File: config.mk
export PLATFORM = sky130hd
export DESIGN_NAME = key_matrix_overscan_debounce
export DESIGN_NICKNAME = d
export VERILOG_FILES = /design/src/rtl/kmod_pkg.sv /design/src/rtl/kmod_cell.sv /design/src/rtl/kmod_obuf.sv /design/src/rtl/key_matrix_overscan_debounce.sv
export SDC_FILE = /design/constraint.sdc
export NUM_CORES = 1
export LEC_CHECK = 0
export ABC_CLOCK_PERIOD_IN_PS = 17400
export BUFFER_PORTS_ARGS = -buffer_cell sky130_fd_sc_hd__buf_2
export CAP_MARGIN = 30
export CORE_AREA = 2 2 180 182
export DETAILED_ROUTE_END_ITERATION = 16
export DIE_AREA = 0 0 182 184
export SLEW_MARGIN = 0
export SYNTH_ARGS = -nofsm -noshare
export SYNTH_HDL_FRONTEND = slang
export SYNTH_SLANG_ARGS = --single-unit
File: constraint.sdc
create_clock -name clk_i -period 17.4 [get_ports clk_i]
set_input_delay 1.74 -clock clk_i [delete_from_list [all_inputs] [get_ports clk_i]]
set_output_delay 1.74 -clock clk_i [all_outputs]
set_load 0.02 [all_outputs]
File: src/rtl/kmod_pkg.sv
// ----------------------------------------------------------------------------
// kmod_pkg
// Shared types and constants of the key matrix overscan debouncer.
// ----------------------------------------------------------------------------
package kmod_pkg;

  localparam int unsigned OVERSCAN_DEPTH = 4;
  localparam int unsigned COLS           = 2;
  localparam int unsigned ROW_W          = 8;
  localparam int unsigned STATUS_W       = COLS * ROW_W;
  localparam int unsigned IN_DATA_W      = 8;
  localparam int unsigned OUT_DATA_W     = 56;

  localparam logic MODE_SCAN = 1'b0;
  localparam logic MODE_READ = 1'b1;

  typedef logic [COLS-1:0][ROW_W-1:0] col_bytes_t;

  // running all-ones / any-one reduction passed along the cell row
  typedef struct packed {
    col_bytes_t all_high;
    col_bytes_t any_high;
  } acc_t;

  typedef struct packed {
    logic                next_column;
    logic [STATUS_W-1:0] rising_edges;
    logic [STATUS_W-1:0] previous_status;
    logic [STATUS_W-1:0] debounced;
  } result_t;

endpackage

File: src/rtl/kmod_cell.sv
// ----------------------------------------------------------------------------
// kmod_cell
// One oversampling slot per column; shifts from its neighbour on a scan item
// of that column and folds its sample into the passing reduction.
// ----------------------------------------------------------------------------
module kmod_cell (
  input  logic               clk_i,
  input  logic               rst_ni,
  input  logic [1:0]         shift_i,
  input  kmod_pkg::col_bytes_t sample_i,
  output kmod_pkg::col_bytes_t sample_o,
  input  kmod_pkg::acc_t     acc_i,
  output kmod_pkg::acc_t     acc_o
);
  import kmod_pkg::*;

  col_bytes_t sample_d, sample_q;

  always_comb begin
    for (int c = 0; c < COLS; c++) begin
      sample_d[c]       = shift_i[c] ? sample_i[c] : sample_q[c];
      acc_o.all_high[c] = acc_i.all_high[c] & sample_d[c];
      acc_o.any_high[c] = acc_i.any_high[c] | sample_d[c];
    end
  end

  always_ff @(posedge clk_i or negedge rst_ni) begin
    if (!rst_ni) begin
      sample_q <= '0;
    end else begin
      sample_q <= sample_d;
    end
  end

  assign sample_o = sample_q;

endmodule

File: src/rtl/kmod_obuf.sv
// ----------------------------------------------------------------------------
// kmod_obuf
// Output register with a skid stage, so the input side can take one more item
// while a result waits.
// ----------------------------------------------------------------------------
module kmod_obuf (
  input  logic              clk_i,
  input  logic              rst_ni,
  input  logic              in_valid_i,
  output logic              in_ready_o,
  input  kmod_pkg::result_t in_data_i,
  output logic              out_valid_o,
  input  logic              out_ready_i,
  output kmod_pkg::result_t out_data_o,
  output logic              skid_valid_o
);
  import kmod_pkg::*;

  logic    out_valid_q, out_valid_d;
  logic    skid_valid_q, skid_valid_d;
  result_t out_q, skid_q;
  logic    in_fire, out_fire;

  assign in_ready_o = !skid_valid_q;
  assign in_fire    = in_valid_i && in_ready_o;
  assign out_fire   = out_valid_q && out_ready_i;

  always_comb begin
    out_valid_d  = out_valid_q;
    skid_valid_d = skid_valid_q;
    if (skid_valid_q) begin
      if (out_fire) begin
        skid_valid_d = 1'b0;
      end
    end else if (in_fire) begin
      if (!out_valid_q || out_fire) begin
        out_valid_d = 1'b1;
      end else begin
        skid_valid_d = 1'b1;
      end
    end else if (out_fire) begin
      out_valid_d = 1'b0;
    end
  end

  always_ff @(posedge clk_i or negedge rst_ni) begin
    if (!rst_ni) begin
      out_valid_q  <= 1'b0;
      skid_valid_q <= 1'b0;
    end else begin
      out_valid_q  <= out_valid_d;
      skid_valid_q <= skid_valid_d;
    end
  end

  always_ff @(posedge clk_i) begin
    if (skid_valid_q) begin
      if (out_fire) begin
        out_q <= skid_q;
      end
    end else if (in_fire) begin
      if (!out_valid_q || out_fire) begin
        out_q <= in_data_i;
      end else begin
        skid_q <= in_data_i;
      end
    end
  end

  assign out_valid_o  = out_valid_q;
  assign out_data_o   = out_q;
  assign skid_valid_o = skid_valid_q;

endmodule

File: src/rtl/key_matrix_overscan_debounce.sv
// ----------------------------------------------------------------------------
// key_matrix_overscan_debounce
// Two-column key matrix scanner with oversampling debounce.
//
// channel   dir  accept              tdata / tuser
// s_axis    in   tvalid & tready     tdata[7:0] row_bits, tuser mode
// m_axis    out  tvalid & tready     tdata debounced, previous_status,
//                                    rising_edges, next_column
//
// One item per cycle while s_axis_tready is high; each result is registered.
// The sample history is a row of OVERSCAN_DEPTH cells; the status reduction
// ripples through the row in the accepting cycle.
// Reset clears history, column, status and saved status.
// A stalled output fills one skid entry, then s_axis_tready drops.
// ----------------------------------------------------------------------------
module key_matrix_overscan_debounce (
  input  logic                                clk_i,
  input  logic                                rst_ni,
  input  logic                                s_axis_tvalid_i,
  output logic                                s_axis_tready_o,
  input  logic [kmod_pkg::IN_DATA_W-1:0]      s_axis_tdata_i,  // [7:0] row_bits
  input  logic                                s_axis_tuser_i,  // mode
  output logic                                m_axis_tvalid_o,
  input  logic                                m_axis_tready_i,
  // [15:0] debounced, [31:16] previous_status, [47:32] rising_edges,
  // [48] next_column, [55:49] zero
  output logic [kmod_pkg::OUT_DATA_W-1:0]     m_axis_tdata_o
);
  import kmod_pkg::*;

  logic                in_fire, scan_fire, read_fire;
  logic                col_q, col_d;
  logic [STATUS_W-1:0] status_q, status_d;
  logic [STATUS_W-1:0] last_q, last_d;
  logic [1:0]          shift;
  col_bytes_t          sample_chain [OVERSCAN_DEPTH+1];
  acc_t                acc_chain    [OVERSCAN_DEPTH+1];
  result_t             res, out_res;
  logic                skid_valid;

  assign in_fire   = s_axis_tvalid_i && s_axis_tready_o;
  assign scan_fire = in_fire && (s_axis_tuser_i == MODE_SCAN);
  assign read_fire = in_fire && (s_axis_tuser_i == MODE_READ);

  assign shift[0] = scan_fire && !col_q;
  assign shift[1] = scan_fire && col_q;

  always_comb begin
    for (int c = 0; c < COLS; c++) begin
      sample_chain[0][c]       = s_axis_tdata_i[ROW_W-1:0];
      acc_chain[0].all_high[c] = '1;
      acc_chain[0].any_high[c] = '0;
    end
  end

  for (genvar i = 0; i < OVERSCAN_DEPTH; i++) begin : g_cell
    kmod_cell u_cell (
      .clk_i    (clk_i),
      .rst_ni   (rst_ni),
      .shift_i  (shift),
      .sample_i (sample_chain[i]),
      .sample_o (sample_chain[i+1]),
      .acc_i    (acc_chain[i]),
      .acc_o    (acc_chain[i+1])
    );
  end

  always_comb begin
    status_d = status_q;
    if (scan_fire) begin
      for (int c = 0; c < COLS; c++) begin
        status_d[c*ROW_W +: ROW_W] =
          (status_q[c*ROW_W +: ROW_W] | acc_chain[OVERSCAN_DEPTH].all_high[c])
          & acc_chain[OVERSCAN_DEPTH].any_high[c];
      end
    end
  end

  assign col_d  = scan_fire ? !col_q : col_q;
  assign last_d = read_fire ? status_q : last_q;

  always_ff @(posedge clk_i or negedge rst_ni) begin
    if (!rst_ni) begin
      col_q    <= 1'b0;
      status_q <= '0;
      last_q   <= '0;
    end else begin
      col_q    <= col_d;
      status_q <= status_d;
      last_q   <= last_d;
    end
  end

  assign res.debounced       = status_d;
  assign res.previous_status = last_q;
  assign res.rising_edges    = status_d & ~last_q;
  assign res.next_column     = col_d;

  kmod_obuf u_obuf (
    .clk_i        (clk_i),
    .rst_ni       (rst_ni),
    .in_valid_i   (s_axis_tvalid_i),
    .in_ready_o   (s_axis_tready_o),
    .in_data_i    (res),
    .out_valid_o  (m_axis_tvalid_o),
    .out_ready_i  (m_axis_tready_i),
    .out_data_o   (out_res),
    .skid_valid_o (skid_valid)
  );

  assign m_axis_tdata_o = {{(OUT_DATA_W - $bits(result_t)){1'b0}}, out_res};

  a_skid_needs_out: assert property (@(posedge clk_i) disable iff (!rst_ni)
    skid_valid |-> m_axis_tvalid_o)
    else $error("skid entry held without a pending output item");

  a_read_holds_status: assert property (@(posedge clk_i) disable iff (!rst_ni)
    read_fire |=> (status_q == $past(status_q)) && (col_q == $past(col_q)))
    else $error("read item changed the debounced status or column");

  a_scan_toggles_col: assert property (@(posedge clk_i) disable iff (!rst_ni)
    scan_fire |=> col_q != $past(col_q))
    else $error("scan item did not advance the column");

  a_scan_keeps_last: assert property (@(posedge clk_i) disable iff (!rst_ni)
    scan_fire |=> last_q == $past(last_q))
    else $error("scan item changed the saved status");

endmodule
### Word level (Yosys, flattened, before mapping)

Index checks and enable logic that the tools add are counted.

| cells by class | value |
|---|---|
| equality and inequality tests | 2 |
| muxes and demuxes | 21 |
| bitwise gates (word level) | 21 |
| reduce and logical (&&, ||, !) cells | 16 |

Operators with widths:

| kind | count |
|---|---|
| two-way mux 49 bit | 4 |
| AND 8 bit | 8 |
| two-way mux 8 bit | 8 |
| bitwise OR 8 bit | 8 |
| AND 16 bit | 1 |
| two-way mux 16 bit | 1 |
| NOT 16 bit | 1 |
| AND reduction 3 bit | 3 |
| two-way mux 1 bit | 8 |
| logical AND 1 bit | 6 |
| nonzero test 2 bit | 3 |
| logical NOT 1 bit | 3 |
| NOT 1 bit | 3 |
| inequality test 2 x 1 -> 1 bit (second input constant) | 1 |
| inequality test 2 bit (second input constant) | 1 |
| logical OR 1 bit | 1 |

| word-level totals | value |
|---|---|
| bits in registers | 197 |
| input port bits | 13 |
| output and inout port bits | 58 |
| logic and storage cells | 81 |

### Depth between registers and ports, before layout

| depth | value |
|---|---|
| depth after elaboration | 15 |
| depth in mapped cells | 12 |
| depth with buffers taken out | 7 |

### Modules after synthesis

A second synthesis with hierarchy kept.

| second synthesis, totals | value |
|---|---|
| cells, all modules | 650 |
| area total of the unflattened synthesis | 9122.5 sq um |

By module, submodules not included:

| module | times used | cells each | area an instance (sq um) | sequential area each (sq um) |
|---|---|---|---|---|
| kmod_obuf | 1 | 165 | 3880.0 | 2992.9 |
| kmod_cell | 4 | 82 | 843.3 | 400.4 |
| key_matrix_overscan_debounce | 1 | 157 | 1869.3 | 825.8 |

### Worst setup path before layout

Ideal clock, no wire load.

| path | value |
|---|---|
| kind | input -> register |
| start | input port m_axis_tready_i |
| end | register u_obuf.skid_q[0] (netlist bit) (enable) |
| setup time | 579 ps |
| arrival | 6505 ps |
| data required time | 16821 ps |
| slack | 10316 ps |
| cell stages on the path | 1 |
| path buffers | 0 |
| cell sequence | nor4bb_1 |

| between the ends | value |
|---|---|
| cells in the longest elaborated chain, start to end | 4 |

RTL lines:

| item | RTL line | text |
|---|---|---|
| from (decl) | key_matrix_overscan_debounce.sv:24 | `input logic m_axis_tready_i,` |
| logical AND 1 bit | kmod_obuf.sv:26 | `assign out_fire = out_valid_q && out_ready_i;` |
| logical OR 1 bit | kmod_obuf.sv:62 | `if (!out_valid_q \|\| out_fire) begin` |
| NOT 1 bit (no line) | n/a |  |
| AND reduction 3 bit (no line) | n/a |  |
| to (signal assigned) | kmod_obuf.sv:65 | `skid_q <= in_data_i;` |
| to (decl) | kmod_obuf.sv:21 | `result_t out_q, skid_q;` |

No other way between the ends.
A chain may end at the register's enable or synchronous reset.

==> out/metrics.yaml <==
reg2reg_setup_slack_ns: 13.26
critPathMaxFanout: 24
path_class: "primary input to flip-flop"
ir_drop_v: 0.000112
slew_viol_final: 0
wl_per_cell_um: 15.3
reg2reg_from: "u_obuf.skid_valid_o"
finalNonFillerCells: 970
synth-async-reset-ratio_pct: 50.3
cp_slowest_cell: "clkinv_1"
setup_viol: 0
cts_max_level: 4
hold_viol_final: 0
die_h_um: 184
root_buffer: "clkbuf_16"
die_w_um: 182
start_kind: "primary input"
ys_seq_area_share_pct: 69.3
holdBufCountCts: 0
insertion_delay_ns: 0.43
dp_cells: 937
drive_above_1_share_pct: 39.3
die_area_um2: 33500
cp-endpoint: "u_obuf.out_data_o[11]"
grt_pass1_vias: 4260
syn2layout_area_growth_pct: 18.2
arrival_ns: 5.44
cts_sinks: 197
post_cts_buffers: 0
io_pins: 71
worstHoldPathCells: 1
viasPerCell: 4.25
grt_usage_pct: 9.35
cp.depth: 9
synthFlopType: "dfrtp_1"
yosysWarnings: 0
antenna_left: 0
dpl.hpwl_mm: 9.43
worst_pin_slew_ns: 0.891
synthDistinctLibCells: 26
power.total_w: 0.00179
final.setup.worst_slack_ns: 12.10
row_count: 65
drv_cap: 0
holdWs_ns: 0.507
hp-class: "flip-flop to flip-flop"
period_needed_ns: 5.30
cts_buffers: 17
post-place-ws_ns: 11.57
endpoint_kind: "flip-flop"
wl_mm: 14.9
postSynthAreaPerCell_um2: 16.1
diodes: 0
cts_tree: "built"
clkTransAtPathRegs_ns: 0.07
vias: 4122
reg2regPathDepth: 8
synthCells: 486
grt_pass1_wl_mm: 24.1
startpoint: "s_axis_tvalid_i"
path_buf_inv: 3
leakagePower_nw: 3.47
overflow: 0
start_util_pct: 24.9
drt_iter0_drc: 265
clock_path_buffers: 2
cp_slowest_stage_delay_ns: 0.87
path_cells: "buf_2, or3b_1, clkinv_1, ha_1, buf_4, mux2_2, or4_1, a22oi_2, o21ai_0"
drc: 0
period_share_pct: 30.5
setup_tns_ns: 0
synth-seq-cells: 197
rsz0062_at_grt: "no"
crit_family: "buffers and inverters"
drtPass1Iterations: 4
antenna_found_initial: 0
powerDensity_nw_per_um2: 194
ctsResizeCount: 0
worstPathRequired_ns: 17.54
synthesis.area_um2: 7820
gp_congestion: 0.683
fin_nets: 572
grt_max_degree: 87
synth-edff-count: 98
relSlewSlack_pct: 40.6
io_buffers: 63
timing.fmax_mhz: 189
fin_skew_ns: 0.00864
coreArea_um2: 31400
r2r-end: "u_obuf.out_data_o[11]"
outcome: "complete, no violations"
==> worst register-to-register path: cells and delay by family (launching register included) <==
kind,cells,cell delay (ns)
buf+inv,2,1.14
fa+ha+maj,1,0.56
simple gates,2,1.15
compound gates,2,0.32
mux,1,0.33
flops,1,0.36
==> where the power goes <==
group | leakage, nW | switching, W | internal (W)
Sequential | 2.06 | 0.0000963 | 0.000730
Combinational | 1.11 | 0.000330 | 0.000222
Clock | 0.301 | 0.000171 | 0.000241
Total | 3.47 | 0.000597 | 0.00119
==> worst min-delay path by stage <==
stage	startpoint	to	slack (ns)
floorplan	g_cell[3].u_cell.sample_o[15]	g_cell[3].u_cell.sample_o[15]	0.48
global placement	g_cell[3].u_cell.sample_o[15]	g_cell[3].u_cell.sample_o[15]	0.49
detailed placement	g_cell[3].u_cell.sample_o[12]	g_cell[3].u_cell.sample_o[12]	0.50
CTS	g_cell[3].u_cell.sample_o[12]	g_cell[3].u_cell.sample_o[12]	0.51
global route	g_cell[3].u_cell.sample_o[0]	g_cell[3].u_cell.sample_o[0]	0.53
finish	g_cell[3].u_cell.sample_o[12]	g_cell[3].u_cell.sample_o[12]	0.51
==> metal layers <==
| layer | vias to the layer above | global-route usage, % | routed length [um] | share of wire, % |
|---|---|---|---|---|
| met5 | - | 0 | 0 | 0 |
| met4 | 0 | 3.19 | 203 | 1.4 |
| met3 | 15 | 2.18 | 544 | 3.7 |
| met2 | 68 | 15.1 | 7050 | 47 |
| met1 | 2092 | 12.4 | 7080 | 48 |
| li1 | 1947 | - | - | - |
==> layout by cell type, fill, tap and decap left out, types with 2 or more instances in the layout <==
master / instances
o21ai_1: 9
dfrtp_1: 98
or4_4: 9
o31ai_1: 16
a22oi_4: 9
buf_4: 7
o21ai_0: 8
bufinv_16: 4
mux2_2: 96
clkbuf_16: 17
conb_1: 7
nand2_1: 34
clkinv_2: 3
a22oi_2: 7
a41o_1: 16
nor2_1: 18
buf_2: 62
clkbuf_1: 2
inv_1: 19
inv_6: 3
a21oi_1: 3
or4_1: 7
edfxtp_1: 98
clkinv_1: 3
ha_1: 4
==> synth_stat cells, types with 8 or more instances <==
cell type   n  area share (%)
dfrtp_1    99              32
edfxtp_1   98              38
mux2_2     96              14
nand2_1    34             1.6
inv_1      19            0.91
nor2_1     19            0.91
a41o_1     16             2.0
o31ai_1    16             1.5
clkbuf_1   11            0.53
a22oi_4     9             2.4
o21ai_1     9            0.58
or4_4       9             1.3
buf_2       8            0.51
o21ai_0     8            0.51
==> cells by family (layout without fill, tap and decap cells) <==
kind of cell | after synthesis | after routing | share of synthesized area [%]
AO/OA/AOI/OAI | 69 | 69 | 8.54
multiplexers | 96 | 96 | 13.8
other | 1 | 7 | 0.0480
flip-flops | 197 | 197 | 69.3
adder cells (fa/ha/maj) | 4 | 4 | 0.640
AND/OR/NAND/NOR | 72 | 72 | 4.82
buffers and inverters | 47 | 123 | 2.82
==> sequential cells by signal (all words and copies together), names as in the netlist <==
name	flops
g_cell.u_cell.sample_o	64
u_obuf.skid_valid_o	1
last_q	16
col_q	1
status_q	16
u_obuf.out_valid_o	1
u_obuf.skid_q	49
u_obuf.out_data_o	49
==> final cells by class <==
type / instances / area (um2)
multi-input combinational: 248 / 2220
fill: 3147 / 22200
sequential: 197 / 5420
clock inverter: 13 / 178
inverter: 20 / 75.1
clock buffer: 19 / 433
tap: 402 / 503
timing repair buffer: 71 / 405
==> metrics by stage <==
step	util, %	instance area [um2]
6_report	29.4	9240
5_1_grt	29.4	9240
4_1_cts	29.3	9210
3_5_place_dp	27.4	8600
3_3_place_gp	27.4	8590
2_1_floorplan	-	7840
Power figures use the tool's default switching activity.
